===== src/sv/ptzfb_pkg.sv =====
`default_nettype none
package ptzfb_pkg;

  localparam int OP_W      = 5;
  localparam int PARAM_W   = 8;
  localparam int BYTE_W    = 8;
  localparam int SPEED_W   = 7;
  localparam int IDX_W     = 4;
  localparam int CFG_IDX_W = 2;

  // Op codes
  localparam logic [OP_W-1:0] OP_PAN_LEFT    = 5'd0;
  localparam logic [OP_W-1:0] OP_PAN_RIGHT   = 5'd1;
  localparam logic [OP_W-1:0] OP_TILT_UP     = 5'd2;
  localparam logic [OP_W-1:0] OP_TILT_DOWN   = 5'd3;
  localparam logic [OP_W-1:0] OP_LEFT_UP     = 5'd4;
  localparam logic [OP_W-1:0] OP_LEFT_DOWN   = 5'd5;
  localparam logic [OP_W-1:0] OP_RIGHT_UP    = 5'd6;
  localparam logic [OP_W-1:0] OP_RIGHT_DOWN  = 5'd7;
  localparam logic [OP_W-1:0] OP_TELE        = 5'd8;
  localparam logic [OP_W-1:0] OP_WIDE        = 5'd9;
  localparam logic [OP_W-1:0] OP_IRIS_OPEN   = 5'd10;
  localparam logic [OP_W-1:0] OP_IRIS_CLOSE  = 5'd11;
  localparam logic [OP_W-1:0] OP_FOCUS_FAR   = 5'd12;
  localparam logic [OP_W-1:0] OP_FOCUS_NEAR  = 5'd13;
  localparam logic [OP_W-1:0] OP_PRESET_SET  = 5'd14;
  localparam logic [OP_W-1:0] OP_PRESET_GOTO = 5'd15;
  localparam logic [OP_W-1:0] OP_OTHER       = 5'd16;

  // Register indexes
  localparam logic [CFG_IDX_W-1:0] REG_CAM_ADDR = 2'd0;
  localparam logic [CFG_IDX_W-1:0] REG_DEF_PT   = 2'd1;
  localparam logic [CFG_IDX_W-1:0] REG_DEF_ZF   = 2'd2;

  localparam logic [BYTE_W-1:0]  CAM_ADDR_RST = 8'd0;
  localparam logic [SPEED_W-1:0] DEF_PT_RST   = 7'd50;
  localparam logic [SPEED_W-1:0] DEF_ZF_RST   = 7'd50;

  // Frame constants
  localparam logic [BYTE_W-1:0] FRAME_HEADER  = 8'h55;
  localparam logic [BYTE_W-1:0] CTRL_ADDR     = 8'h00;
  localparam logic [BYTE_W-1:0] FRAME_TRAILER = 8'hAA;
  localparam logic [BYTE_W-1:0] CHK_BASE      = 8'h20;  // 0x2020 mod 256
  localparam logic [BYTE_W-1:0] PT_OFFSET     = 8'h81;
  localparam logic [BYTE_W-1:0] IRIS_CMD      = 8'h57;
  localparam logic [BYTE_W-1:0] IRIS_SPEED    = 8'h81;
  localparam logic [BYTE_W-1:0] IRIS_OPEN_ARG = 8'h82;
  localparam logic [BYTE_W-1:0] IRIS_CLS_ARG  = 8'h83;
  localparam logic [BYTE_W-1:0] FOCUS_FAR_CMD = 8'h01;
  localparam logic [BYTE_W-1:0] FOCUS_NR_CMD  = 8'h02;
  localparam logic [BYTE_W-1:0] PRESET_SET_CMD  = 8'h03;
  localparam logic [BYTE_W-1:0] PRESET_GOTO_CMD = 8'h07;

  // Byte positions within the frame
  localparam logic [IDX_W-1:0] POS_HEADER  = 4'd0;
  localparam logic [IDX_W-1:0] POS_CTRL    = 4'd1;
  localparam logic [IDX_W-1:0] POS_CAM     = 4'd2;
  localparam logic [IDX_W-1:0] POS_CMD1    = 4'd3;
  localparam logic [IDX_W-1:0] POS_CMD2    = 4'd4;
  localparam logic [IDX_W-1:0] POS_PAN     = 4'd5;
  localparam logic [IDX_W-1:0] POS_TILT    = 4'd6;
  localparam logic [IDX_W-1:0] POS_ZF      = 4'd7;
  localparam logic [IDX_W-1:0] POS_SPARE   = 4'd8;
  localparam logic [IDX_W-1:0] POS_TRAILER = 4'd9;
  localparam logic [IDX_W-1:0] POS_CHK     = 4'd10;

  // x/100 == (x * 5243) >> 19 for x < 16384; fold the 63 and 8 factors in
  localparam int RECIP_SHIFT = 19;
  localparam int RECIP_W     = 19;
  localparam int PROD_W      = PARAM_W + RECIP_W;
  localparam logic [RECIP_W-1:0] PT_RECIP = 19'd330309;  // 63 * 5243
  localparam logic [RECIP_W-1:0] ZF_RECIP = 19'd41944;   // 8 * 5243

  // Short queue between the classifier and the serializer
  localparam int Q_DEPTH = 2;
  localparam int Q_PTR_W = $clog2(Q_DEPTH);
  localparam int Q_CNT_W = $clog2(Q_DEPTH + 1);

  typedef struct packed {
    logic [BYTE_W-1:0] cam;
    logic [BYTE_W-1:0] cmd1;
    logic [BYTE_W-1:0] cmd2;
    logic [BYTE_W-1:0] pt;
    logic [BYTE_W-1:0] zf;
    logic [BYTE_W-1:0] spare;
  } frame_desc_t;

  typedef struct packed {
    logic        push;
    frame_desc_t desc;
  } queue_wr_t;

  typedef struct packed {
    logic        valid;
    frame_desc_t desc;
  } queue_rd_t;

  function automatic logic [BYTE_W-1:0] motion_code(input logic [3:0] op);
    logic [BYTE_W-1:0] code;
    case (op)
      4'd0:    code = 8'h04;
      4'd1:    code = 8'h02;
      4'd2:    code = 8'h08;
      4'd3:    code = 8'h10;
      4'd4:    code = 8'h0c;
      4'd5:    code = 8'h14;
      4'd6:    code = 8'h0a;
      4'd7:    code = 8'h12;
      4'd8:    code = 8'h20;
      4'd9:    code = 8'h40;
      default: code = 8'h00;
    endcase
    return code;
  endfunction

endpackage
`default_nettype wire


===== src/sv/ptzfb_if.sv =====
`default_nettype none
interface ptzfb_in_if;
  import ptzfb_pkg::*;
  logic               valid;
  logic               ready;
  logic [OP_W-1:0]    op;
  logic [PARAM_W-1:0] param;
  modport source (output valid, output op, output param, input ready);
  modport sink   (input valid, input op, input param, output ready);
endinterface

interface ptzfb_out_if;
  import ptzfb_pkg::*;
  logic              valid;
  logic              ready;
  logic [BYTE_W-1:0] frame_byte;
  logic              last_byte;
  modport source (output valid, output frame_byte, output last_byte, input ready);
  modport sink   (input valid, input frame_byte, input last_byte, output ready);
endinterface

interface ptzfb_cfg_if;
  import ptzfb_pkg::*;
  logic                 valid;
  logic                 ready;
  logic [CFG_IDX_W-1:0] index;
  logic [BYTE_W-1:0]    data;
  modport source (output valid, output index, output data, input ready);
  modport sink   (input valid, input index, input data, output ready);
endinterface
`default_nettype wire


===== src/sv/ptzfb_front.sv =====
`default_nettype none
module ptzfb_front (
  input  logic                clk,
  input  logic                rst_n,
  ptzfb_in_if.sink            in_ch,
  ptzfb_cfg_if.sink           cfg_ch,
  input  logic                q_full,
  output ptzfb_pkg::queue_wr_t q_wr
);
  import ptzfb_pkg::*;

  logic [BYTE_W-1:0]  cam_addr_r;
  logic [SPEED_W-1:0] def_pt_r;
  logic [SPEED_W-1:0] def_zf_r;

  logic               cfg_wr;
  logic               accept;
  logic               op_known;
  logic [PARAM_W-1:0] pt_pct;
  logic [PARAM_W-1:0] zf_pct;
  logic [PROD_W-1:0]  pt_prod;
  logic [PROD_W-1:0]  zf_prod;
  logic [BYTE_W-1:0]  pt_speed;
  logic [BYTE_W-1:0]  zf_speed;
  frame_desc_t        desc;

  assign cfg_ch.ready = 1'b1;
  assign cfg_wr       = cfg_ch.valid;

  always_ff @(posedge clk) begin
    if (!rst_n) begin
      cam_addr_r <= CAM_ADDR_RST;
      def_pt_r   <= DEF_PT_RST;
      def_zf_r   <= DEF_ZF_RST;
    end else if (cfg_wr) begin
      case (cfg_ch.index)
        REG_CAM_ADDR: cam_addr_r <= cfg_ch.data;
        REG_DEF_PT:   def_pt_r   <= cfg_ch.data[SPEED_W-1:0];
        REG_DEF_ZF:   def_zf_r   <= cfg_ch.data[SPEED_W-1:0];
        default:      ;
      endcase
    end
  end

  assign in_ch.ready = !q_full;
  assign accept      = in_ch.valid && !q_full;

  // Zero parameter selects the default speeds
  assign pt_pct = (in_ch.param != '0) ? in_ch.param : {1'b0, def_pt_r};
  assign zf_pct = (in_ch.param != '0) ? in_ch.param : {1'b0, def_zf_r};

  assign pt_prod = {{RECIP_W{1'b0}}, pt_pct} * {{PARAM_W{1'b0}}, PT_RECIP};
  assign zf_prod = {{RECIP_W{1'b0}}, zf_pct} * {{PARAM_W{1'b0}}, ZF_RECIP};

  assign pt_speed = pt_prod[RECIP_SHIFT+BYTE_W-1:RECIP_SHIFT] + PT_OFFSET;
  assign zf_speed = zf_prod[RECIP_SHIFT+BYTE_W-1:RECIP_SHIFT];

  always_comb begin
    desc     = '0;
    desc.cam = cam_addr_r;
    op_known = 1'b1;
    if (in_ch.op inside {[OP_PAN_LEFT:OP_WIDE]}) begin
      desc.cmd2 = motion_code(in_ch.op[3:0]);
      desc.pt   = pt_speed;
      desc.zf   = zf_speed;
    end else if (in_ch.op inside {OP_FOCUS_FAR, OP_FOCUS_NEAR}) begin
      desc.cmd1 = (in_ch.op == OP_FOCUS_FAR) ? FOCUS_FAR_CMD : FOCUS_NR_CMD;
      desc.pt   = pt_speed;
      desc.zf   = zf_speed;
    end else if (in_ch.op inside {OP_IRIS_OPEN, OP_IRIS_CLOSE}) begin
      desc.cmd2  = IRIS_CMD;
      desc.zf    = IRIS_SPEED;
      desc.spare = (in_ch.op == OP_IRIS_OPEN) ? IRIS_OPEN_ARG : IRIS_CLS_ARG;
    end else if (in_ch.op inside {OP_PRESET_SET, OP_PRESET_GOTO}) begin
      desc.cmd2 = (in_ch.op == OP_PRESET_SET) ? PRESET_SET_CMD : PRESET_GOTO_CMD;
      desc.zf   = in_ch.param;
    end else if (in_ch.op != OP_OTHER) begin
      // drop out-of-range ops: no frame
      op_known = 1'b0;
    end
  end

  assign q_wr.push = accept && op_known;
  assign q_wr.desc = desc;

endmodule
`default_nettype wire


===== src/sv/ptzfb_queue.sv =====
`default_nettype none
module ptzfb_queue (
  input  logic                 clk,
  input  logic                 rst_n,
  input  ptzfb_pkg::queue_wr_t q_wr,
  input  logic                 pop,
  output logic                 full,
  output ptzfb_pkg::queue_rd_t q_rd
);
  import ptzfb_pkg::*;

  frame_desc_t          slot_r [Q_DEPTH];
  logic [Q_PTR_W-1:0]   wr_ptr_r;
  logic [Q_PTR_W-1:0]   rd_ptr_r;
  logic [Q_CNT_W-1:0]   count_r;
  logic                 do_push;
  logic                 do_pop;

  assign full       = (count_r == Q_CNT_W'(Q_DEPTH));
  assign q_rd.valid = (count_r != '0);
  assign q_rd.desc  = slot_r[rd_ptr_r];
  assign do_push    = q_wr.push && !full;
  assign do_pop     = pop && q_rd.valid;

  always_ff @(posedge clk) begin
    if (do_push) begin
      slot_r[wr_ptr_r] <= q_wr.desc;
    end
  end

  always_ff @(posedge clk) begin
    if (!rst_n) begin
      wr_ptr_r <= '0;
      rd_ptr_r <= '0;
      count_r  <= '0;
    end else begin
      if (do_push) begin
        wr_ptr_r <= wr_ptr_r + 1'b1;
      end
      if (do_pop) begin
        rd_ptr_r <= rd_ptr_r + 1'b1;
      end
      case ({do_push, do_pop})
        2'b10:   count_r <= count_r + 1'b1;
        2'b01:   count_r <= count_r - 1'b1;
        default: ;
      endcase
    end
  end

endmodule
`default_nettype wire


===== src/sv/ptzfb_back.sv =====
`default_nettype none
module ptzfb_back (
  input  logic                 clk,
  input  logic                 rst_n,
  input  ptzfb_pkg::queue_rd_t q_rd,
  output logic                 pop,
  ptzfb_out_if.source          out_ch
);
  import ptzfb_pkg::*;

  logic [IDX_W-1:0]  idx_r;
  logic [IDX_W-1:0]  idx_nxt;
  logic [BYTE_W-1:0] sum_r;
  logic [BYTE_W-1:0] sum_nxt;
  logic              out_valid_r;
  logic              out_valid_nxt;
  logic [BYTE_W-1:0] out_byte_r;
  logic              out_last_r;
  logic              load;
  logic              at_last;
  logic [BYTE_W-1:0] cur_byte;

  assign load    = q_rd.valid && (!out_valid_r || out_ch.ready);
  assign at_last = (idx_r == POS_CHK);
  assign pop     = load && at_last;

  always_comb begin
    case (idx_r)
      POS_HEADER:  cur_byte = FRAME_HEADER;
      POS_CTRL:    cur_byte = CTRL_ADDR;
      POS_CAM:     cur_byte = q_rd.desc.cam;
      POS_CMD1:    cur_byte = q_rd.desc.cmd1;
      POS_CMD2:    cur_byte = q_rd.desc.cmd2;
      POS_PAN:     cur_byte = q_rd.desc.pt;
      POS_TILT:    cur_byte = q_rd.desc.pt;
      POS_ZF:      cur_byte = q_rd.desc.zf;
      POS_SPARE:   cur_byte = q_rd.desc.spare;
      POS_TRAILER: cur_byte = FRAME_TRAILER;
      POS_CHK:     cur_byte = CHK_BASE - sum_r;
      default:     cur_byte = '0;
    endcase
  end

  always_comb begin
    idx_nxt       = idx_r;
    sum_nxt       = sum_r;
    out_valid_nxt = out_valid_r && !out_ch.ready;
    if (load) begin
      out_valid_nxt = 1'b1;
      idx_nxt       = at_last ? '0 : idx_r + 1'b1;
      sum_nxt       = at_last ? '0 : sum_r + cur_byte;
    end
  end

  always_ff @(posedge clk) begin
    if (!rst_n) begin
      idx_r       <= '0;
      sum_r       <= '0;
      out_valid_r <= 1'b0;
    end else begin
      idx_r       <= idx_nxt;
      sum_r       <= sum_nxt;
      out_valid_r <= out_valid_nxt;
    end
  end

  always_ff @(posedge clk) begin
    if (load) begin
      out_byte_r <= cur_byte;
      out_last_r <= at_last;
    end
  end

  assign out_ch.valid      = out_valid_r;
  assign out_ch.frame_byte = out_byte_r;
  assign out_ch.last_byte  = out_last_r;

endmodule
`default_nettype wire


===== src/sv/ptz_command_frame_builder_core.sv =====
// A taken request's first byte passes through the queue, then the output register.
// One frame byte per cycle leaves the output register while out_ch.ready holds and a
// descriptor is queued; requests queue two deep, so new ones are taken mid-frame.
// Reset: rst_n synchronous, active low; clears queue, byte index, running sum and
// output valid, and loads the register defaults (address 0, both speeds 50).
`default_nettype none
module ptz_command_frame_builder_core (
  input  logic        clk,
  input  logic        rst_n,
  ptzfb_in_if.sink    in_ch,
  ptzfb_out_if.source out_ch,
  ptzfb_cfg_if.sink   cfg_ch
);
  import ptzfb_pkg::*;

  // Front to queue: classified command, ready for serialization
  queue_wr_t q_wr;
  // Queue to back: head of the queue
  queue_rd_t q_rd;
  logic      q_full;
  logic      q_pop;

  // Classify the op, compute speeds, hold the configuration registers.
  // Drop ops beyond the valid range without pushing anything.
  ptzfb_front u_front (
    .clk    (clk),
    .rst_n  (rst_n),
    .in_ch  (in_ch),
    .cfg_ch (cfg_ch),
    .q_full (q_full),
    .q_wr   (q_wr)
  );

  // Hold up to two frame descriptors so the front keeps taking requests
  // while the back is still streaming a frame.
  ptzfb_queue u_queue (
    .clk   (clk),
    .rst_n (rst_n),
    .q_wr  (q_wr),
    .pop   (q_pop),
    .full  (q_full),
    .q_rd  (q_rd)
  );

  // Stream eleven bytes per descriptor, accumulate the running sum and
  // emit the checksum last; pop the descriptor with the checksum byte.
  ptzfb_back u_back (
    .clk    (clk),
    .rst_n  (rst_n),
    .q_rd   (q_rd),
    .pop    (q_pop),
    .out_ch (out_ch)
  );

endmodule
`default_nettype wire


===== src/flat_wrapper.sv =====
// flat-port wrapper written by rule: the top's interface ports become plain ports
module ptz_command_frame_builder_core_flat import ptzfb_pkg::*;
  (clk, rst_n, in_ch_valid, in_ch_op, in_ch_param, in_ch_ready, out_ch_valid, out_ch_frame_byte, out_ch_last_byte, out_ch_ready, cfg_ch_valid, cfg_ch_index, cfg_ch_data, cfg_ch_ready);
  ptzfb_in_if in_ch_i ();
  ptzfb_out_if out_ch_i ();
  ptzfb_cfg_if cfg_ch_i ();
  input  logic clk;
  input  logic rst_n;
  input wire logic [$bits(in_ch_i.valid)-1:0] in_ch_valid;
  input wire logic [$bits(in_ch_i.op)-1:0] in_ch_op;
  input wire logic [$bits(in_ch_i.param)-1:0] in_ch_param;
  output wire logic [$bits(in_ch_i.ready)-1:0] in_ch_ready;
  output wire logic [$bits(out_ch_i.valid)-1:0] out_ch_valid;
  output wire logic [$bits(out_ch_i.frame_byte)-1:0] out_ch_frame_byte;
  output wire logic [$bits(out_ch_i.last_byte)-1:0] out_ch_last_byte;
  input wire logic [$bits(out_ch_i.ready)-1:0] out_ch_ready;
  input wire logic [$bits(cfg_ch_i.valid)-1:0] cfg_ch_valid;
  input wire logic [$bits(cfg_ch_i.index)-1:0] cfg_ch_index;
  input wire logic [$bits(cfg_ch_i.data)-1:0] cfg_ch_data;
  output wire logic [$bits(cfg_ch_i.ready)-1:0] cfg_ch_ready;
  assign in_ch_i.valid = in_ch_valid;
  assign in_ch_i.op = in_ch_op;
  assign in_ch_i.param = in_ch_param;
  assign in_ch_ready = in_ch_i.ready;
  assign out_ch_valid = out_ch_i.valid;
  assign out_ch_frame_byte = out_ch_i.frame_byte;
  assign out_ch_last_byte = out_ch_i.last_byte;
  assign out_ch_i.ready = out_ch_ready;
  assign cfg_ch_i.valid = cfg_ch_valid;
  assign cfg_ch_i.index = cfg_ch_index;
  assign cfg_ch_i.data = cfg_ch_data;
  assign cfg_ch_ready = cfg_ch_i.ready;
  ptz_command_frame_builder_core u_core (.clk(clk), .rst_n(rst_n), .in_ch(in_ch_i), .out_ch(out_ch_i), .cfg_ch(cfg_ch_i));
endmodule

===== config.mk =====
export PLATFORM = sky130hd
export DESIGN_NAME = ptz_command_frame_builder_core_flat
export DESIGN_NICKNAME = d
export VERILOG_FILES = /design/src/sv/ptzfb_pkg.sv /design/src/sv/ptzfb_if.sv /design/src/sv/ptzfb_front.sv /design/src/sv/ptzfb_queue.sv /design/src/sv/ptzfb_back.sv /design/src/sv/ptz_command_frame_builder_core.sv /design/src/flat_wrapper.sv
export SDC_FILE = /design/constraint.sdc
export NUM_CORES = 1
export LEC_CHECK = 0
export CAP_MARGIN = 20
export CORE_UTILIZATION = 60
export DETAILED_ROUTE_END_ITERATION = 6
export DONT_BUFFER_PORTS = 1
export HOLD_SLACK_MARGIN = 0.15
export PLACE_DENSITY_LB_ADDON = 0.25
export RECOVER_POWER = 50
export SETUP_SLACK_MARGIN = 0.05
export SKIP_CTS_REPAIR_TIMING = 1
export SLEW_MARGIN = 20
export SYNTH_ARGS = -nofsm -noshare
export SYNTH_HDL_FRONTEND = slang
export SYNTH_SLANG_ARGS = --single-unit

===== constraint.sdc =====
create_clock -name clk -period 19.2 [get_ports clk]
set_clock_uncertainty 0.05 [all_clocks]
set_input_delay 3.84 -clock clk [delete_from_list [all_inputs] [get_ports clk]]
set_output_delay 3.84 -clock clk [all_outputs]
set_load 0.05 [all_outputs]

==> metrics.txt <==
via count=approximately 6200; startpoint types=primary input; CP endpoint kind=flip-flop; setup violators final=0; Slew @ Worst Pin=1042 ps; area grow syn2layout=7.168%; commonest non-fill, non-tap cell in the layout=ha_1; clk sinks=119; min cycle time layout=9627 ps; clock root buffer master=clkbuf_16; synthesized netlist cell count=827; GP Congestion=between 0.9 and 1; full die area=15090 sq um; total grt overflow=0; DRT antenna net count=0; Slew headroom=29.53%; Post-synth EDFFs=between 70 and 80; IO Pins=40; Crit Path Class=in2reg; leakage power figure=a little over 4 nW; Distinct cells, synth=between 80 and 90; post-synth top area cell=edfxtp_1; Power, Total=around 850 uW; WHS=411.1 ps; vias in the first global route=6431; initial antenna violation count=0; Peak VDD IR=0.00004505 V; Port-buffer cells=0; FF+latch area=3173 sq um; Synthesized Nets=1001; later-pin clock latency in the skew report=420 ps; DRC=0; clock-pin transition on the worst setup and hold timing paths=50 ps; pwr dens=90.22 nW/um^2; GRT Total Usage=27.60%; cell area after synthesis=8762 sq um; number of diodes=0; synth warn=0; Final Max Tran Viols=0; fin nets=around 1000; Max Root-Sink Buffers=2; Final Hold Violating Endpoints=0; core footprint=14040 sq um; die height=122.8 um; CP arrival=9810 ps; H-tree depth=4; RSZ-0062 raised after global routing=no; highest clock rate=between 100 and 150 MHz; hold crit path type=reg2reg; FFs w/ async S/R, synth=0%; Core Util, Final=66.87%; Num CTS Buffers=17; largest cells by area after synthesis=edfxtp_1 27%, ha_1 16%, dfxtp_1 9.1%, fa_1 7.3%, inv_1 3.9%; WP data required=19380 ps; Avg WL per Cell=19.31 um; 1st-iter DRT viols=440; commonest cells after routing, fill and taps aside=114 x ha_1, 90 x inv_1, 79 x edfxtp_1; Initial Utilization=62.40%; area of the multi-input gates=approximately 5100 sq um; outcome=finished, final reports clean; Yosys reg bits=119; critical-path maximum fanout=10; Max-Cap Viols=0; final setup TNS=0 ps; DRT Pass-1 Iters=6; pin count of the biggest net entering global routing=42; share of layout cells above drive strength 1=8.092%; CTS tree=done; Cell Rows=between 40 and 50; Die X=about 120 um; Synth top area share=between 20% and 30%; fin crit share=between 50% and 60%; Post-DP HPWL=15.25 mm; first-pass GRT wire length=31.55 mm; fillcell total=1054; Synth Flop Type=edfxtp_1; vias per cell=6.183; sequential area share after synthesis=36.21%; synthesized area per cell=approximately 11 sq um; routed wire length=19.46 mm
## metal layers
| layer | wire [um] | up-vias | track usage, % |
|---|---|---|---|
| met5 | 0 | - | 0 |
| met4 | 785 | 0 | 13.11 |
| met3 | 903 | 62 | 5.576 |
| met2 | 9886 | 182 | 47.82 |
| met1 | 7886 | 3034 | 32.63 |
| li1 | - | 2954 | - |
## stage by stage
stage                     std cells  instance area (sq um)  worst slack (ps)
final                          1008                   9390              9573
after global routing           1008                   9390              9312
after CTS                      1008                   9398              9705
after detailed placement        976                   8843              9278
after global placement          976                   8843              9631
after floorplan                 827                   8762              9934
## worst paths after layout
path / slack [ps] / from / cells after the start / endpoint
worst max-delay path: 9570 / in_ch_param[1] / 23 / u_core.u_queue.slot_r[0][12]
worst max register to register: 13840 / u_core.u_front.def_pt_r[2] / 16 / u_core.u_queue.slot_r[0][23]
worst min register to register: 410 / u_core.u_front.cam_addr_r[5] / 0 / u_core.u_queue.slot_r[1][45]
worst min-delay path: 410 / u_core.u_front.cam_addr_r[5] / 0 / u_core.u_queue.slot_r[1][45]
## power by group
group          switching (mW)  internal, mW  total, mW
logic                   0.144         0.107      0.250
registers              0.0157         0.290      0.306
clock network           0.110         0.181      0.291
## worst max-delay path, cell delays in order
cell,delay [ps]
nor4_4,340
nand2_1,130
nor3_1,770
nand2_1,130
nand2_1,220
inv_1,90
fa_1,500
fa_1,500
inv_1,50
fa_1,490
inv_1,50
fa_1,530
inv_1,40
ha_1,190
a21o_1,170
a21o_1,160
a21oi_1,190
a2bb2oi_1,180
o21ai_0,150
o41ai_1,520
o21bai_1,170
xor2_1,160
o21ai_0,220
## synthesized netlist by cell type (all sizes together), types with 4 or more instances
cell type / count
a211oi: 5
a21o: 21
a21oi: 27
a221oi: 7
a222oi: 5
a22oi: 12
a31oi: 10
and2: 9
and3: 9
buf: 12
clkbuf: 23
dfxtp: 40
edfxtp: 79
fa: 32
ha: 114
inv: 90
mux2: 9
mux2i: 32
nand2: 50
nand2b: 8
nand3: 16
nand4: 4
nor2: 33
nor2b: 35
nor3: 17
o21a: 4
o21ai: 27
o21bai: 6
or3: 5
xnor2: 18
xor2: 9
## state kept, by name, indices dropped and copies added (netlist names), named ones only
signal                           count
u_core.u_queue.slot_r               70
u_core.u_back.out_ch.frame_byte      8
u_core.u_queue.wr_ptr_r              1
u_core.u_queue.rd_ptr_r              1
u_core.u_back.sum_r                  8
u_core.u_back.out_ch.last_byte       1
u_core.u_front.def_zf_r              7
u_core.u_front.cam_addr_r            8
u_core.u_back.out_ch.valid           1
u_core.u_front.def_pt_r              7
u_core.u_back.idx_r                  4
u_core.u_queue.count_r               2
## kinds of logic (layout without fill, tap and decap cells)
family | count (synthesis) | in the layout | share of synthesized area [%]
adder cells (fa/ha/maj) | 146 | 146 | 23.59
flip-flops | 119 | 119 | 36.21
AO/OA/AOI/OAI | 158 | 158 | 13.09
other | 1 | 1 | 0.04280
AND/OR/NAND/NOR | 206 | 206 | 12.75
multiplexers | 44 | 44 | 5.626
XOR/XNOR | 27 | 27 | 2.699
buffers and inverters | 126 | 127 | 5.983
## area by class of cell
| type | instances | share of cell area (%) |
|---|---|---|
| repair buffers | 5 | 0.3198 |
| clock buffers | 23 | 5.223 |
| flip-flops and latches | 119 | 33.79 |
| inverters | 90 | 3.598 |
| well taps | 180 | 2.398 |
| clock inverters | 9 | 0.6795 |
| multi-input cells | 582 | 53.99 |
(Power assumes the default switching activity.)
